**src/design/hlpd_pkg.sv**
```systemverilog
// ----------------------------------------------------------------------------
// hlpd_pkg
// Shared types, constants and helper functions for the length packet deframer.
// ----------------------------------------------------------------------------
package hlpd_pkg;

    localparam int BODY_DEPTH = 64;
    localparam int ADDR_W     = $clog2(BODY_DEPTH);
    localparam int LEN_W      = 6;
    localparam int MAXLEN_W   = 7;
    localparam int CFG_ADDR_W = 3;
    localparam logic [MAXLEN_W-1:0] MAXLEN_RESET = 7'd32;

    typedef enum logic [2:0] {
        ST_DATA     = 3'd0,
        ST_EMPTY    = 3'd1,
        ST_BAD_HEX  = 3'd2,
        ST_TOO_LONG = 3'd3,
        ST_STOP_BAD = 3'd4
    } status_t;

    typedef enum logic [2:0] {
        S_HUNT,
        S_HEX_HI,
        S_HEX_LO,
        S_BODY,
        S_STOP,
        S_READ,
        S_LOAD
    } state_t;

    typedef enum logic [1:0] {
        MK_HOLD,
        MK_INC,
        MK_CLR,
        MK_RESTART
    } mark_op_t;

    typedef struct packed {
        mark_op_t mark_op;
        logic     load_hi;
        logic     load_len;
        logic     body_wr;
        logic     rd_start;
        logic     rd_issue;
        logic     out_load;
        status_t  out_status;
    } hlpd_cmd_t;

    typedef struct packed {
        logic start_match;
        logic marker_end;
        logic hex_ok;
        logic len_bad;
        logic new_len_zero;
        logic len_zero;
        logic body_done;
        logic stop_match;
        logic stop_end;
        logic out_free;
        logic emit_last;
    } hlpd_stat_t;

    // Returns 0 to 15 for a hex digit and 16 for any other byte.
    function automatic logic [4:0] hex_value(input logic [7:0] c);
        logic [4:0] v;
        if (c >= 8'h30 && c <= 8'h39)
        begin
            v = 5'(c - 8'h30);
        end
        else if (c >= 8'h41 && c <= 8'h46)
        begin
            v = 5'(c - 8'h37);
        end
        else if (c >= 8'h61 && c <= 8'h66)
        begin
            v = 5'(c - 8'h57);
        end
        else
        begin
            v = 5'd16;
        end
        return v;
    endfunction

    function automatic logic [7:0] start_char(input logic [1:0] idx);
        logic [7:0] c;
        case (idx)
            2'd0:    c = 8'h41;
            2'd1:    c = 8'h53;
            2'd2:    c = 8'h4B;
            default: c = 8'h00;
        endcase
        return c;
    endfunction

    function automatic logic [7:0] stop_char(input logic [1:0] idx);
        logic [7:0] c;
        case (idx)
            2'd0:    c = 8'h45;
            2'd1:    c = 8'h4E;
            2'd2:    c = 8'h44;
            default: c = 8'h0A;
        endcase
        return c;
    endfunction

endpackage

```
**src/design/hlpd_ctrl.sv**
```systemverilog
// ----------------------------------------------------------------------------
// hlpd_ctrl
// Frame parsing state machine; drives the datapath through command signals.
// ----------------------------------------------------------------------------
module hlpd_ctrl
    import hlpd_pkg::*;
(
    input  logic       clk,
    input  logic       rst_n,
    input  logic       s_tvalid,
    output logic       s_tready,
    input  hlpd_stat_t stat,
    output hlpd_cmd_t  cmd
);

    state_t state_reg;
    state_t state_next;
    logic   acc;

    assign s_tready = (state_reg != S_READ) && (state_reg != S_LOAD) && stat.out_free;
    assign acc      = s_tvalid && s_tready;

    always_ff @(posedge clk or negedge rst_n)
    begin
        if (!rst_n)
        begin
            state_reg <= S_HUNT;
        end
        else
        begin
            state_reg <= state_next;
        end
    end

    always_comb
    begin
        state_next     = state_reg;
        cmd            = '0;
        cmd.mark_op    = MK_HOLD;
        cmd.out_status = ST_DATA;
        case (state_reg)
            S_HUNT:
            begin
                if (acc)
                begin
                    if (stat.start_match)
                    begin
                        if (stat.marker_end)
                        begin
                            cmd.mark_op = MK_CLR;
                            state_next  = S_HEX_HI;
                        end
                        else
                        begin
                            cmd.mark_op = MK_INC;
                        end
                    end
                    else
                    begin
                        cmd.mark_op = MK_RESTART;
                    end
                end
            end
            S_HEX_HI:
            begin
                if (acc)
                begin
                    if (stat.hex_ok)
                    begin
                        cmd.load_hi = 1'b1;
                        state_next  = S_HEX_LO;
                    end
                    else
                    begin
                        cmd.out_load   = 1'b1;
                        cmd.out_status = ST_BAD_HEX;
                        cmd.mark_op    = MK_RESTART;
                        state_next     = S_HUNT;
                    end
                end
            end
            S_HEX_LO:
            begin
                if (acc)
                begin
                    if (!stat.hex_ok)
                    begin
                        cmd.out_load   = 1'b1;
                        cmd.out_status = ST_BAD_HEX;
                        cmd.mark_op    = MK_RESTART;
                        state_next     = S_HUNT;
                    end
                    else if (stat.len_bad)
                    begin
                        cmd.out_load   = 1'b1;
                        cmd.out_status = ST_TOO_LONG;
                        cmd.mark_op    = MK_RESTART;
                        state_next     = S_HUNT;
                    end
                    else
                    begin
                        cmd.load_len = 1'b1;
                        cmd.mark_op  = MK_CLR;
                        state_next   = stat.new_len_zero ? S_STOP : S_BODY;
                    end
                end
            end
            S_BODY:
            begin
                if (acc)
                begin
                    cmd.body_wr = 1'b1;
                    if (stat.body_done)
                    begin
                        cmd.mark_op = MK_CLR;
                        state_next  = S_STOP;
                    end
                end
            end
            S_STOP:
            begin
                if (acc)
                begin
                    if (!stat.stop_match)
                    begin
                        cmd.out_load   = 1'b1;
                        cmd.out_status = ST_STOP_BAD;
                        cmd.mark_op    = MK_RESTART;
                        state_next     = S_HUNT;
                    end
                    else if (!stat.stop_end)
                    begin
                        cmd.mark_op = MK_INC;
                    end
                    else if (stat.len_zero)
                    begin
                        cmd.mark_op    = MK_CLR;
                        cmd.out_load   = 1'b1;
                        cmd.out_status = ST_EMPTY;
                        state_next     = S_HUNT;
                    end
                    else
                    begin
                        cmd.mark_op  = MK_CLR;
                        cmd.rd_start = 1'b1;
                        state_next   = S_READ;
                    end
                end
            end
            S_READ:
            begin
                cmd.rd_issue = 1'b1;
                state_next   = S_LOAD;
            end
            S_LOAD:
            begin
                if (stat.out_free)
                begin
                    cmd.out_load   = 1'b1;
                    cmd.out_status = ST_DATA;
                    state_next     = stat.emit_last ? S_HUNT : S_READ;
                end
            end
            default:
            begin
                state_next = S_HUNT;
            end
        endcase
    end

`ifndef ASSERT_OFF
    a_read_then_load: assert property (@(posedge clk) disable iff (!rst_n)
        state_reg == S_READ |=> state_reg == S_LOAD)
        else $error("memory read was not followed by the load step");

    a_burst_only_data: assert property (@(posedge clk) disable iff (!rst_n)
        (state_reg == S_LOAD && cmd.out_load) |-> cmd.out_status == ST_DATA)
        else $error("burst loaded a non-data result");

    a_body_needs_length: assert property (@(posedge clk) disable iff (!rst_n)
        (state_reg == S_HEX_LO && state_next == S_BODY) |-> !stat.new_len_zero)
        else $error("body phase entered with a zero length");
`endif

endmodule

```
**src/design/hlpd_dp.sv**
```systemverilog
// ----------------------------------------------------------------------------
// hlpd_dp
// Datapath: marker and length registers, body store, limit register and the
// output register.
// ----------------------------------------------------------------------------
module hlpd_dp
    import hlpd_pkg::*;
(
    input  logic                  clk,
    input  logic                  rst_n,
    input  logic [7:0]            rx_byte,
    input  hlpd_cmd_t             cmd,
    output hlpd_stat_t            stat,
    output logic                  m_tvalid,
    input  logic                  m_tready,
    output logic [15:0]           m_tdata,
    output logic                  m_tlast,
    output logic [2:0]            m_tuser,
    input  logic                  psel,
    input  logic                  penable,
    input  logic                  pwrite,
    input  logic [CFG_ADDR_W-1:0] paddr,
    input  logic [31:0]           pwdata,
    output logic [31:0]           prdata
);

    logic [1:0]          marker_reg;
    logic [3:0]          high_reg;
    logic [ADDR_W-1:0]   len_reg;
    logic [ADDR_W-1:0]   count_reg;
    logic [ADDR_W-1:0]   rd_reg;
    logic [MAXLEN_W-1:0] max_reg;
    logic                m_valid_reg;
    logic [7:0]          rdata_reg;
    logic [7:0]          out_data_reg;
    logic                out_last_reg;
    status_t             out_status_reg;
    logic [LEN_W-1:0]    out_len_reg;
    logic [7:0]          body_mem [BODY_DEPTH];

    logic [4:0]          hex_val;
    logic [7:0]          len8;
    logic [LEN_W-1:0]    len_sat;
    logic [ADDR_W:0]     count_inc;
    logic [ADDR_W:0]     rd_inc;
    logic                cfg_wr;
    logic [7:0]          out_data_next;
    logic                out_last_next;
    logic [LEN_W-1:0]    out_len_next;

    assign hex_val   = hex_value(rx_byte);
    assign len8      = {high_reg, hex_val[3:0]};
    assign len_sat   = (len8 > 8'd63) ? 6'd63 : len8[LEN_W-1:0];
    assign count_inc = {1'b0, count_reg} + (ADDR_W+1)'(1);
    assign rd_inc    = {1'b0, rd_reg} + (ADDR_W+1)'(1);

    always_comb
    begin
        stat              = '0;
        stat.start_match  = (marker_reg != 2'd3) && (rx_byte == start_char(marker_reg));
        stat.marker_end   = (marker_reg == 2'd2);
        stat.hex_ok       = !hex_val[4];
        stat.len_bad      = (len8 >= {1'b0, max_reg}) || (len8 >= 8'(BODY_DEPTH));
        stat.new_len_zero = (len8 == 8'd0);
        stat.len_zero     = (len_reg == '0);
        stat.body_done    = (count_inc >= {1'b0, len_reg});
        stat.stop_match   = (rx_byte == stop_char(marker_reg));
        stat.stop_end     = (marker_reg == 2'd3);
        stat.out_free     = !m_valid_reg || m_tready;
        stat.emit_last    = (rd_inc == {1'b0, len_reg});
    end

    assign cfg_wr = psel && penable && pwrite && !paddr[2];
    assign prdata = paddr[2] ? 32'd0 : 32'(max_reg);

    always_ff @(posedge clk or negedge rst_n)
    begin
        if (!rst_n)
        begin
            marker_reg  <= 2'd0;
            high_reg    <= 4'd0;
            len_reg     <= '0;
            count_reg   <= '0;
            rd_reg      <= '0;
            max_reg     <= MAXLEN_RESET;
            m_valid_reg <= 1'b0;
        end
        else
        begin
            case (cmd.mark_op)
                MK_INC:     marker_reg <= marker_reg + 2'd1;
                MK_CLR:     marker_reg <= 2'd0;
                MK_RESTART: marker_reg <= (rx_byte == start_char(2'd0)) ? 2'd1 : 2'd0;
                default:    marker_reg <= marker_reg;
            endcase
            if (cmd.load_hi)
            begin
                high_reg <= hex_val[3:0];
            end
            if (cmd.load_len)
            begin
                len_reg   <= len8[ADDR_W-1:0];
                count_reg <= '0;
            end
            else if (cmd.body_wr)
            begin
                count_reg <= count_inc[ADDR_W-1:0];
            end
            if (cmd.rd_start)
            begin
                rd_reg <= '0;
            end
            else if (cmd.out_load && cmd.out_status == ST_DATA)
            begin
                rd_reg <= rd_inc[ADDR_W-1:0];
            end
            if (cfg_wr)
            begin
                max_reg <= pwdata[MAXLEN_W-1:0];
            end
            if (cmd.out_load)
            begin
                m_valid_reg <= 1'b1;
            end
            else if (m_tready)
            begin
                m_valid_reg <= 1'b0;
            end
        end
    end

    always_ff @(posedge clk)
    begin
        if (cmd.body_wr)
        begin
            body_mem[count_reg] <= rx_byte;
        end
        if (cmd.rd_issue)
        begin
            rdata_reg <= body_mem[rd_reg];
        end
    end

    always_comb
    begin
        out_data_next = 8'd0;
        out_last_next = 1'b1;
        out_len_next  = '0;
        case (cmd.out_status)
            ST_DATA:
            begin
                out_data_next = rdata_reg;
                out_last_next = stat.emit_last;
                out_len_next  = LEN_W'(len_reg);
            end
            ST_TOO_LONG:
            begin
                out_len_next = len_sat;
            end
            ST_STOP_BAD:
            begin
                out_len_next = LEN_W'(len_reg);
            end
            default:
            begin
                out_len_next = '0;
            end
        endcase
    end

    always_ff @(posedge clk)
    begin
        if (cmd.out_load)
        begin
            out_data_reg   <= out_data_next;
            out_last_reg   <= out_last_next;
            out_status_reg <= cmd.out_status;
            out_len_reg    <= out_len_next;
        end
    end

    assign m_tvalid = m_valid_reg;
    assign m_tdata  = {2'b00, out_len_reg, out_data_reg};
    assign m_tlast  = out_last_reg;
    assign m_tuser  = out_status_reg;

`ifndef ASSERT_OFF
    a_no_overwrite: assert property (@(posedge clk) disable iff (!rst_n)
        cmd.out_load |-> (!m_valid_reg || m_tready))
        else $error("output register loaded while a result was still held");

    a_write_in_frame: assert property (@(posedge clk) disable iff (!rst_n)
        cmd.body_wr |-> (count_reg < len_reg))
        else $error("body write beyond the decoded length");

    a_read_in_frame: assert property (@(posedge clk) disable iff (!rst_n)
        cmd.rd_issue |-> (rd_reg < len_reg))
        else $error("body read beyond the decoded length");
`endif

endmodule

```
**src/design/hex_length_packet_deframer.sv**
```systemverilog
// ----------------------------------------------------------------------------
// hex_length_packet_deframer
// Receive-side parser for frames of the form ASK, two hex length digits, body
// bytes and the stop marker END plus newline.
// An error or empty-frame result is registered at the edge that accepts its
// input; a finished frame's first body byte is read from the body store in
// the read state, then loaded into the output register in the load state,
// which waits while the output register is held. Throughput: one input byte
// per cycle while the output register is empty or draining; a finished frame
// then emits its body bytes via registered body store reads, taking no input.
// Reset: asynchronous, active low; the block hunts for a start marker and the
// length limit returns to 32. The body store is not cleared.
// ----------------------------------------------------------------------------
module hex_length_packet_deframer
    import hlpd_pkg::*;
(
    input  logic                  clk,
    input  logic                  rst_n,
    input  logic                  s_tvalid,
    output logic                  s_tready,
    input  logic [7:0]            s_tdata,   // rx_byte
    output logic                  m_tvalid,
    input  logic                  m_tready,
    output logic [15:0]           m_tdata,   // data_byte[7:0], body_length[13:8]
    output logic                  m_tlast,   // is_last
    output logic [2:0]            m_tuser,   // status
    input  logic                  psel,
    input  logic                  penable,
    input  logic                  pwrite,
    input  logic [CFG_ADDR_W-1:0] paddr,
    input  logic [31:0]           pwdata,
    output logic [31:0]           prdata,
    output logic                  pready
);

    hlpd_cmd_t  cmd;
    hlpd_stat_t stat;

    assign pready = 1'b1;

    hlpd_ctrl u_ctrl (
        .clk      (clk),
        .rst_n    (rst_n),
        .s_tvalid (s_tvalid),
        .s_tready (s_tready),
        .stat     (stat),
        .cmd      (cmd)
    );

    hlpd_dp u_dp (
        .clk      (clk),
        .rst_n    (rst_n),
        .rx_byte  (s_tdata),
        .cmd      (cmd),
        .stat     (stat),
        .m_tvalid (m_tvalid),
        .m_tready (m_tready),
        .m_tdata  (m_tdata),
        .m_tlast  (m_tlast),
        .m_tuser  (m_tuser),
        .psel     (psel),
        .penable  (penable),
        .pwrite   (pwrite),
        .paddr    (paddr),
        .pwdata   (pwdata),
        .prdata   (prdata)
    );

endmodule
```
**config.mk**
```make
export PLATFORM = sky130hd
export DESIGN_NAME = hex_length_packet_deframer
export DESIGN_NICKNAME = d
export VERILOG_FILES = /design/src/design/hlpd_pkg.sv /design/src/design/hlpd_ctrl.sv /design/src/design/hlpd_dp.sv /design/src/design/hex_length_packet_deframer.sv
export SDC_FILE = /design/constraint.sdc
export NUM_CORES = 1
export LEC_CHECK = 0
export BUFFER_PORTS_ARGS = -buffer_cell sky130_fd_sc_hd__buf_2
export CAP_MARGIN = 0
export CORE_UTILIZATION = 45
export CTS_CLUSTER_DIAMETER = 120
export DETAILED_ROUTE_END_ITERATION = 8
export PLACE_DENSITY_LB_ADDON = 0.2
export SYNTH_ARGS = -nofsm -noshare
export SYNTH_HDL_FRONTEND = slang
export SYNTH_HIERARCHICAL = 1
export SYNTH_SLANG_ARGS = --single-unit
```
**constraint.sdc**
```tcl
create_clock -name clk -period 9.1 [get_ports clk]
set_input_delay 0 -clock clk [delete_from_list [all_inputs] [get_ports clk]]
set_output_delay 0 -clock clk [all_outputs]
set_load 0.01 [all_outputs]
```
==> metrics.txt, run 1 <==
PwrDens=between 200 and 300 nW/um2; Max Clock Skew=roughly 17 ps; Initial DRC Count=roughly 1300; Core Region=51500 um2; I/O Buffers=just under 50; layout cells sized above 1=a little over a fifth; CP Max Fanout=71; Max stage delay on crit path=roughly 1000 ps; CP max stage cell=a221oi_4; Inserted Clock Buffers=between 50 and 60; Top FF cell, synth=edfxtp_1; maximum root-to-sink buffer count=3; Slew Limit Fails=0; WP data required=about 9600 ps; # setup viols final=0; Max Cap Viol=0; Max VDD drop=~260 uV; Worst Setup Start Kind=input pin; post-DR wirelength/cell=~25 um; clock root cell=clkbuf_16; Post-synth EDFFs=538; mux share of post-synthesis cell area=roughly an eighth; site row count=between 80 and 90; hpwl dp=about 32000 um; compound-cell area share of the yosys netlist=between 4 and 5%; clk slew on worst S/H paths=60 ps; Pwr Total=0.00717 W; area grow syn2layout=12.0%; Tightest Pin Transition=1120 ps; sequential share of the synthesized area=between 70 and 80%; period utilisation layout=a little over half; Ports=around 110; max FFs per register=512; Yosys cell types=between 60 and 70; Post-Synth Adder-Cell Area=under 10%; # diodes=0; Pre-antenna DRT Iters=5; residual DRC count=0; layout net count=1447; top post-synthesis cells by count=538 x edfxtp_1, 126 x mux4_2, 102 x nor2_1; DR vias/cell=slightly below 6; post-route cell area=approximately 26000 um2; Fmax=just over 200 MHz; WS Path Type=in -> reg; area leader, netlist=edfxtp_1; gr usage total=20.5%; worst path cell trace=buf_2 > buf_4 > inv_1 > ha_1 > nor3b_1 > nor3_2 > a22oi_1 > inv_1 > ha_1 > a21oi_1 > nor2b_1 > o21ai_0 > o2bb2ai_1 > o211ai_1 > nor2b_1 > inv_1 > a31oi_1 > a221oi_4 > nand2_1 > or3_1 > a21oi_1; Max-slew headroom=25.1%; DIE HEIGHT=about 230 um; TritonCTS clock tree=yes; Period minus WS final=slightly below 5000 ps; WL final=53200 um; H-Tree Level Count=2; CTS sink cnt=573; combinational family with the most area after synthesis=multiplexers; status=completed; Synth area leaders=edfxtp_1 69%, mux4_2 12%, dfrtp_1 3.6%; leakage=~8.6 nW; setup bufs post-CTS=0; HP Class=in -> async; Die Area=roughly 53000 um2; Post-Synth Simple-Gate Area=under 10%; worst skew pair latency=just over 600 ps; yosys warns=6; Syn Area/Cell=18.0 um2; gp weighted congestion=a little over 0.8; Congestion Overflow GR=0; antenna-violating nets left=0; die width=roughly 230 um; Crit path top cell by count=inv_1; number of synthesized register bits=around 570; final hold violations=0; Syn Std Cell Area=23600 um2; Placement Cell Area=around 24000 um2; top-count cell post-synth=edfxtp_1; Synth top area share=slightly below 70%; asr flop ratio synth=6.11%; setup TNS=0 ps; # fillers=approximately 4200; vias in the first global route=12100; Post-Synth XOR/XNOR Area=under 10%; first-pass GRT wire length=~80000 um; starting density of the core=a little under half; RSZ-0062 raised after global routing=no; via count=12100; largest net degree at the start of global routing=slightly above 100; Worst Path Arrival=~5500 ps; Post-Syn Instances=roughly 1300; initial antenna violation count=2; endpoint class of the critical path=register
layer usage:
layer	global-route usage [%]	vias to the layer above	share of wire, %	routed length, um
met4	6.37	2	2.7	1440
met5	0	-	0.024	13
met1	29.2	6326	44	23300
met3	4.55	98	6.5	3440
li1	-	5318	-	-
met2	31.6	399	47	25000
worst max-delay path, delay by kind of cell:
family | cells | cell delay (ps)
buffers and inverters | 5 | 990
AO/OA/AOI/OAI | 8 | 2280
adder cells (fa/ha/maj) | 2 | 550
AND/OR/NAND/NOR | 6 | 1600
through the flow:
stage	cells	setup WS, ps	hold WS, ps	util, %
floorplan	1334	4070	-296	-
global placement	1978	3660	150	47.3
detailed placement	1978	3510	163	47.3
CTS	2105	4120	3.36	51.3
global route	2105	3540	52.0	51.3
finish	2105	4160	26.3	51.3
kinds of logic (layout without fill, tap and decap cells):
group | Yosys count | count (layout)
buffers and inverters | 122 | 213
AO/OA/AOI/OAI | 176 | 176
multiplexers | 144 | 144
other | 2 | 28
XOR/XNOR | 27 | 27
adder cells (fa/ha/maj) | 22 | 22
flip-flops | 573 | 573
AND/OR/NAND/NOR | 242 | 242
cells in the final DEF (no fill, tap or decap), types with 22 or more instances in the layout:
cell type	Yosys	layout
buf_2	13	49
a21oi_1	59	59
dfrtp_1	34	32
mux4_2	126	126
conb_1	2	28
edfxtp_1	538	538
inv_1	24	24
nor2_1	102	101
a22oi_1	54	54
ha_1	22	22
clkbuf_16	0	59
nand2_1	35	35
where the power goes:
part,internal (W),total (W),switching (W)
sequential,0.00298,0.00314,0.000158
clock,0.00133,0.00233,0.000993
combinational,0.000770,0.00170,0.000933
total,0.00508,0.00717,0.00208
final cells by class:
type / count / area (um2) / area share [%]
Sequential cell: 573 / 17000 / 64.5
Multi-Input combinational cell: 639 / 6040 / 22.9
Clock buffer: 73 / 1530 / 5.79
Tap cell: 680 / 851 / 3.22
Timing Repair Buffer: 78 / 518 / 1.96
Clock inverter: 37 / 330 / 1.25
Inverter: 25 / 93.8 / 0.355
path summary, 6_finish.rpt:
path	start	end	slack, ps	cells past startpoint
max in group asynchronous	rst_n	u_dp/rd_reg[0]	8440	2
worst min-delay path	rst_n	u_dp/max_reg[2]	30	2
worst max register to register	u_dp/rd_reg[1]	u_dp/rdata_reg[4]	4950	6
min in group clk	pwrite	u_dp/max_reg[2]	30	3
worst min register to register	u_dp/max_reg[2]	u_dp/max_reg[2]	520	1
worst max-delay path	s_tdata[1]	u_dp/rd_reg[4]	4160	21
repair_timing:
| item | 4_1_cts | 5_1_grt |
|---|---|---|
| resized for setup | 0 | 0 |
| setup endpoints to repair | 0 | 0 |
| endpoints found under the hold margin | 68 | 0 |
| hold buffers | 17 | 0 |
(Power assumes the default switching activity.)
==> inputs of run 2 (changes only) <==
--- a/config.mk
+++ b/config.mk
@@ -5,6 +5,7 @@
 export SDC_FILE = /design/constraint.sdc
 export NUM_CORES = 1
 export LEC_CHECK = 0
+export ABC_AREA = 1
 export BUFFER_PORTS_ARGS = -buffer_cell sky130_fd_sc_hd__buf_2
 export CAP_MARGIN = 0
 export CORE_UTILIZATION = 45
==> constraint.sdc (replaced) <==
create_clock -name clk -period 4.7 [get_ports clk]
set_input_delay 0 -clock clk [delete_from_list [all_inputs] [get_ports clk]]
set_output_delay 0 -clock clk [all_outputs]
set_load 0.01 [all_outputs]
==> run 2 against run 1 <==
Against the previous run:
- cell area up 5.0%
- critical path depth is 4 higher
- critical path type unchanged
- sequential share of layout area shrank 3.1 points
- largest power group unchanged
- largest cell class unchanged
- global-route usage is 1.6 points higher
- first-iteration DRC count up 18%
==> metrics.txt, run 2 <==
Post-synth EDFFs=between 500 and 600; RSZ-0062 raised after global routing=no; Inserted Clock Buffers=60; HP Class=in -> async; site row count=between 80 and 90; commonest non-fill, non-tap cell in the layout=nand2_1; via count=between 15000 and 20000; Max VDD drop=between 300 and 400 uV; Tightest Pin Transition=around 1000 ps; setup TNS=0 ps; hpwl dp=roughly 37000 um; residual DRC count=0; layout cells sized above 1=around 7.9%; post-DR wirelength/cell=just under 20 um; Slew Limit Fails=0; antenna-violating nets left=0; gr usage total=between 20% and 30%; CP Max Fanout=21; status=completed; Syn Std Cell Area=approximately 25000 um2; Die Area=about 56000 um2; WL final=61800 um; Synth area leaders=edfxtp_1 65%, nand2_1 11%, nand3_1 9.3%; maximum root-to-sink buffer count=3; Worst Path Arrival=~4400 ps; most frequent cells in the layout=743 x nand2_1, 538 x edfxtp_1, 466 x nand3_1, 122 x nor2_1, 81 x inv_1; final hold violations=0; endpoint class of the critical path=register; die width=between 200 and 250 um; worst skew pair latency=between 600 and 700 ps; dpl ws=839 ps; Congestion Overflow GR=0; # setup viols final=0; WS Path Type=in -> reg; TritonCTS clock tree=yes; area leader, netlist=edfxtp_1; Fmax=256 MHz; setup bufs post-CTS=0; Worst Setup Start Kind=input pin; Ports=105; vias in the first global route=about 16000; Pwr Total=0.0154 W; PwrDens=555 nW/um2; CTS sink cnt=about 570; layout net count=between 2000 and 2500; number of synthesized register bits=roughly 570; Synth top area share=about 65%; fin cells=between 3000 and 4000; # diodes=0; top post-synthesis cells by count=743 x nand2_1, 538 x edfxtp_1, 466 x nand3_1; Initial DRC Count=approximately 1600; clock root cell=clkbuf_16; period utilisation layout=a little over 80%; gp weighted congestion=~0.87; max FFs per register=just over 500; starting density of the core=45.9%; Max Cap Viol=0; Max-slew headroom=between 30% and 40%; Pre-antenna DRT Iters=5; sequential share of the synthesized area=roughly two thirds; DR vias/cell=between 5 and 6; Max stage delay on crit path=around 540 ps; I/O Buffers=49; leakage=about 10 nW; hold slack final=approximately 17 ps; Top FF cell, synth=edfxtp_1; clk slew on worst S/H paths=60 ps; area grow syn2layout=11.1%; Syn Area/Cell=10.9 um2; initial antenna violation count=1; top-count cell post-synth=nand2_1; Final WS setup=approximately 800 ps; H-Tree Level Count=2; asr flop ratio synth=6.11%; CP max stage cell=dlygate4sd3_1; Max Clock Skew=11.3 ps; placed cell count=2980; Period minus WS final=between 3000 and 4000 ps; Crit path top cell by count=nand2_1; Core Region=between 50000 and 60000 um2; largest net degree at the start of global routing=169; DIE HEIGHT=237 um; Post-Syn Instances=2288; WP data required=between 5000 and 6000 ps; first-pass GRT wire length=94700 um; yosys warns=6; Yosys cell types=42
## run 2: cell count changes after synthesis, moves of 20 or more
cell	before	now
a22oi_1	54	0
mux4_2	126	0
nand2_1	35	743
buf_4	34	58
clkbuf_1	40	18
nand3_1	13	466
nor2_1	102	122
inv_1	24	82
buf_2	13	56
a21oi_1	59	17
## run 2: report_power, final
| part | switching [W] | leakage (nW) | internal [W] | total [W] |
|---|---|---|---|---|
| sequential | 0.000213 | 5.24 | 0.00573 | 0.00594 |
| combinational | 0.00338 | 4.27 | 0.00137 | 0.00475 |
| clock | 0.00196 | 0.942 | 0.00275 | 0.00471 |
| total | 0.00556 | 10.4 | 0.00984 | 0.0154 |
## run 2: routing by layer
metal	GRT usage [%]	wire, um
met4	7.17	1660
met1	30.1	26400
met5	0	0
met3	3.61	4290
met2	36.4	29400
## run 2: final timing paths
| kind | depth (start not counted) | endpoint | slack, ps | startpoint |
|---|---|---|---|---|
| worst max register to register | 11 | u_dp/body_mem[14][1] | 980 | u_ctrl/state_reg[0] |
| max in group asynchronous | 2 | u_dp/rd_reg[1] | 4070 | rst_n |
| worst max-delay path | 25 | u_dp/rd_reg[5] | 800 | s_tdata[0] |
| min in group clk | 6 | u_dp/marker_reg[0] | 110 | s_tdata[6] |
| worst min-delay path | 2 | u_dp/high_reg[1] | 20 | rst_n |
| worst min register to register | 2 | u_dp/len_reg[3] | 510 | u_dp/len_reg[3] |
## run 2: per-stage QoR
stage | cell area [um2] | util, %
finish | 27700 | 51.0
global route | 27700 | 51.0
CTS | 27700 | 51.0
detailed placement | 25500 | 47.0
global placement | 25500 | 47.0
floorplan | 25100 | -
## run 2: kinds of logic (layout without fill, tap and decap cells)
logic type / count (synthesis) / in the layout / share of synthesized area [%]
simple gates: 1366 / 1366 / 23.3
flops: 573 / 573 / 68.3
buf+inv: 238 / 300 / 5.18
compound gates: 76 / 76 / 1.71
fa+ha+maj: 22 / 22 / 1.10
xor+xnor: 11 / 11 / 0.386
other cells: 2 / 28 / 0.0301
## run 2: critical path, delay by kind of cell
kind | cells | cell delay, ps
fa+ha+maj | 2 | 560
compound gates | 5 | 680
buf+inv | 7 | 1590
simple gates | 11 | 1570
## run 2: timing repair
action,4_1_cts,5_1_grt
resized for setup,0,0
hold buffers,24,0
hold endpoints to repair,101,0
## run 2: final cells by class
class / count / area (um2)
multi-input combinational: 1503 / 6730
clock buffer: 68 / 1550
inverter: 88 / 338
timing repair buffer: 101 / 746
tap: 739 / 925
sequential: 573 / 17000
fill: 4787 / 26600
clock inverter: 43 / 400
==> inputs of run 3 (changes only) <==
--- a/config.mk
+++ b/config.mk
@@ -5,7 +5,7 @@
 export SDC_FILE = /design/constraint.sdc
 export NUM_CORES = 1
 export LEC_CHECK = 0
-export ABC_AREA = 1
+export ABC_AREA = 0
 export BUFFER_PORTS_ARGS = -buffer_cell sky130_fd_sc_hd__buf_2
 export CAP_MARGIN = 0
 export CORE_UTILIZATION = 45
==> constraint.sdc (replaced) <==
create_clock -name clk -period 3.6 [get_ports clk]
set_input_delay 0 -clock clk [delete_from_list [all_inputs] [get_ports clk]]
set_output_delay 0 -clock clk [all_outputs]
set_load 0.01 [all_outputs]
==> run 3 against run 2 <==
Against the previous run:
- global-route usage is 0.98 points lower
- critical path depth fell by 3
- worst setup slack worse by 650 ps
- via count down 23%
- clock power increased by 26%
- wire length is 10% lower
- register-to-register slack worse by 480 ps
- first-iteration DRC count shrank 14%
- sequential cell count did not move
- sequential share of layout area hardly changed
==> metrics.txt, run 3 (same netlist as run 1, synthesis figures left out) <==
Inserted Clock Buffers=57; starting density of the core=~46%; WL final=~55000 um; clock root cell=clkbuf_16; Final WS setup=roughly 150 ps; power share of the clock group=approximately a third; Sequential Power Share=a little over two fifths; Period minus WS final=~3500 ps; WS Path Type=in -> reg; Max Cap Viol=0; Max-slew headroom=41.9%; Die Area=approximately 53000 um2; antenna-violating nets left=0; Max VDD drop=roughly 350 uV; Logic pwr share=26.7%; # setup viols final=0; Fmax=approximately 290 MHz; DR vias/cell=~5.7; H-Tree Level Count=2; DIE HEIGHT=about 230 um; I/O Buffers=49; Worst R2R Path Depth=5; most frequent cells in the layout=538 x edfxtp_1, 129 x buf_4, 126 x mux4_2, 101 x nor2_1, 57 x clkbuf_16; maximum root-to-sink buffer count=3; PwrDens=between 600 and 700 nW/um2; die width=roughly 230 um; Max Clock Skew=between 10 and 15 ps; gr usage total=roughly a fifth; HP Class=in -> async; residual DRC count=0; Pre-antenna DRT Iters=5; internal power=between 0.01 and 0.015 W; Ports=roughly 110; Congestion Overflow GR=0; Tightest Pin Transition=between 800 and 900 ps; commonest non-fill, non-tap cell in the layout=edfxtp_1; hold slack final=18.2 ps; TritonCTS clock tree=yes; P_sw=0.00546 W; hpwl dp=approximately 36000 um; final hold violations=0; Worst Path Arrival=4000 ps; period utilisation layout=between 90% and 100%; largest net degree at the start of global routing=65; layout net count=around 1600; # fillers=between 4000 and 5000; Sw Share=29.1%; max FFs per register=a little over 500; post-DR wirelength/cell=between 20 and 25 um; status=completed; site row count=83; endpoint class of the critical path=register; worst skew pair latency=620 ps; first-pass GRT wire length=between 80000 and 90000 um; area grow syn2layout=17.5%; initial antenna violation count=4; fin util=a little over half; gp weighted congestion=around 0.84; CTS sink cnt=573; leakage=between 9 and 10 nW; dpl ws=-96.8 ps; WP data required=slightly above 4000 ps; via count=between 10000 and 15000; vias in the first global route=12800; clk slew on worst S/H paths=roughly 60 ps; Core Region=between 50000 and 60000 um2; Slew Limit Fails=0; CP Max Fanout=9; Worst Setup Start Kind=input pin; layout cells sized above 1=roughly 29%; Initial DRC Count=1331
-- run 3: what timing repair did --
action / 4_1_cts / 5_1_grt
setup endpoints to repair: 0 / 39
hold buffers: 19 / 1
hold endpoints to repair: 63 / 1
gates resized for setup: 0 / 24
setup buffers: 0 / 6
-- run 3: stage by stage --
stage               total power (W)  setup TNS (ps)  instance area [um2]  cells
floorplan                    0.0111               0                23800   1334
global placement             0.0129           -63.2                25500   2102
detailed placement           0.0129            -790                25500   2102
CTS                          0.0188               0                27600   2227
global route                 0.0194           -72.7                27700   2234
finish                       0.0187               0                27700   2234
-- run 3: final cells by class --
type / instances / area, um2 / share of cell area [%]
inverters: 25 / 96.3 / 0.348
clock inverters: 42 / 410 / 1.48
diodes: 1 / 2.50 / 0.00903
well taps: 680 / 851 / 3.07
flip-flops and latches: 573 / 17000 / 61.5
repair buffers: 210 / 1690 / 6.09
clock buffers: 64 / 1450 / 5.24
multi-input cells: 639 / 6170 / 22.3
-- run 3: routing by layer --
layer	GRT usage (%)	up-vias	wire, um	part of all wire, %
met4	6.56	4	1370	2.5
li1	-	5583	-	-
met1	30.0	6630	24200	44
met2	32.8	422	25900	47
met5	0	-	24	0.043
met3	4.62	96	3860	7.0
-- run 3: power groups by stage --
stage / logic, W / registers (W) / clock network [W]
finish: 0.00500 / 0.00780 / 0.00593
global route: 0.00535 / 0.00783 / 0.00627
CTS: 0.00499 / 0.00781 / 0.00604
detailed placement: 0.00494 / 0.00794 / 0
global placement: 0.00491 / 0.00794 / 0
floorplan: 0.00333 / 0.00779 / 0
-- run 3: worst max-delay path, stage by stage --
cell	delay [ps]
dlygate4sd3_1	560
buf_4	190
buf_4	190
nor3b_4	300
buf_4	180
nor3_4	30
a21oi_2	140
ha_1	250
nand2b_4	140
a21oi_2	100
nor2b_1	60
o21ai_1	150
o2bb2ai_2	130
o211ai_1	200
nand2_1	110
o22a_1	130
nor3_1	50
nor3_1	260
buf_4	200
nand2_4	80
or3_4	380
a21oi_2	130
-- run 3: worst paths after layout --
kind,end,from,slack (ps)
max in group asynchronous,u_dp/rd_reg[0],rst_n,2950
worst max register to register,u_dp/rdata_reg[4],u_dp/rd_reg[0],500
worst min-delay path,u_dp/max_reg[3],rst_n,20
min in group clk,u_dp/body_mem[63][7],s_tdata[7],20
worst min register to register,u_dp/out_data_reg[4],u_dp/rdata_reg[4],520
worst max-delay path,u_dp/rd_reg[4],s_tdata[2],150
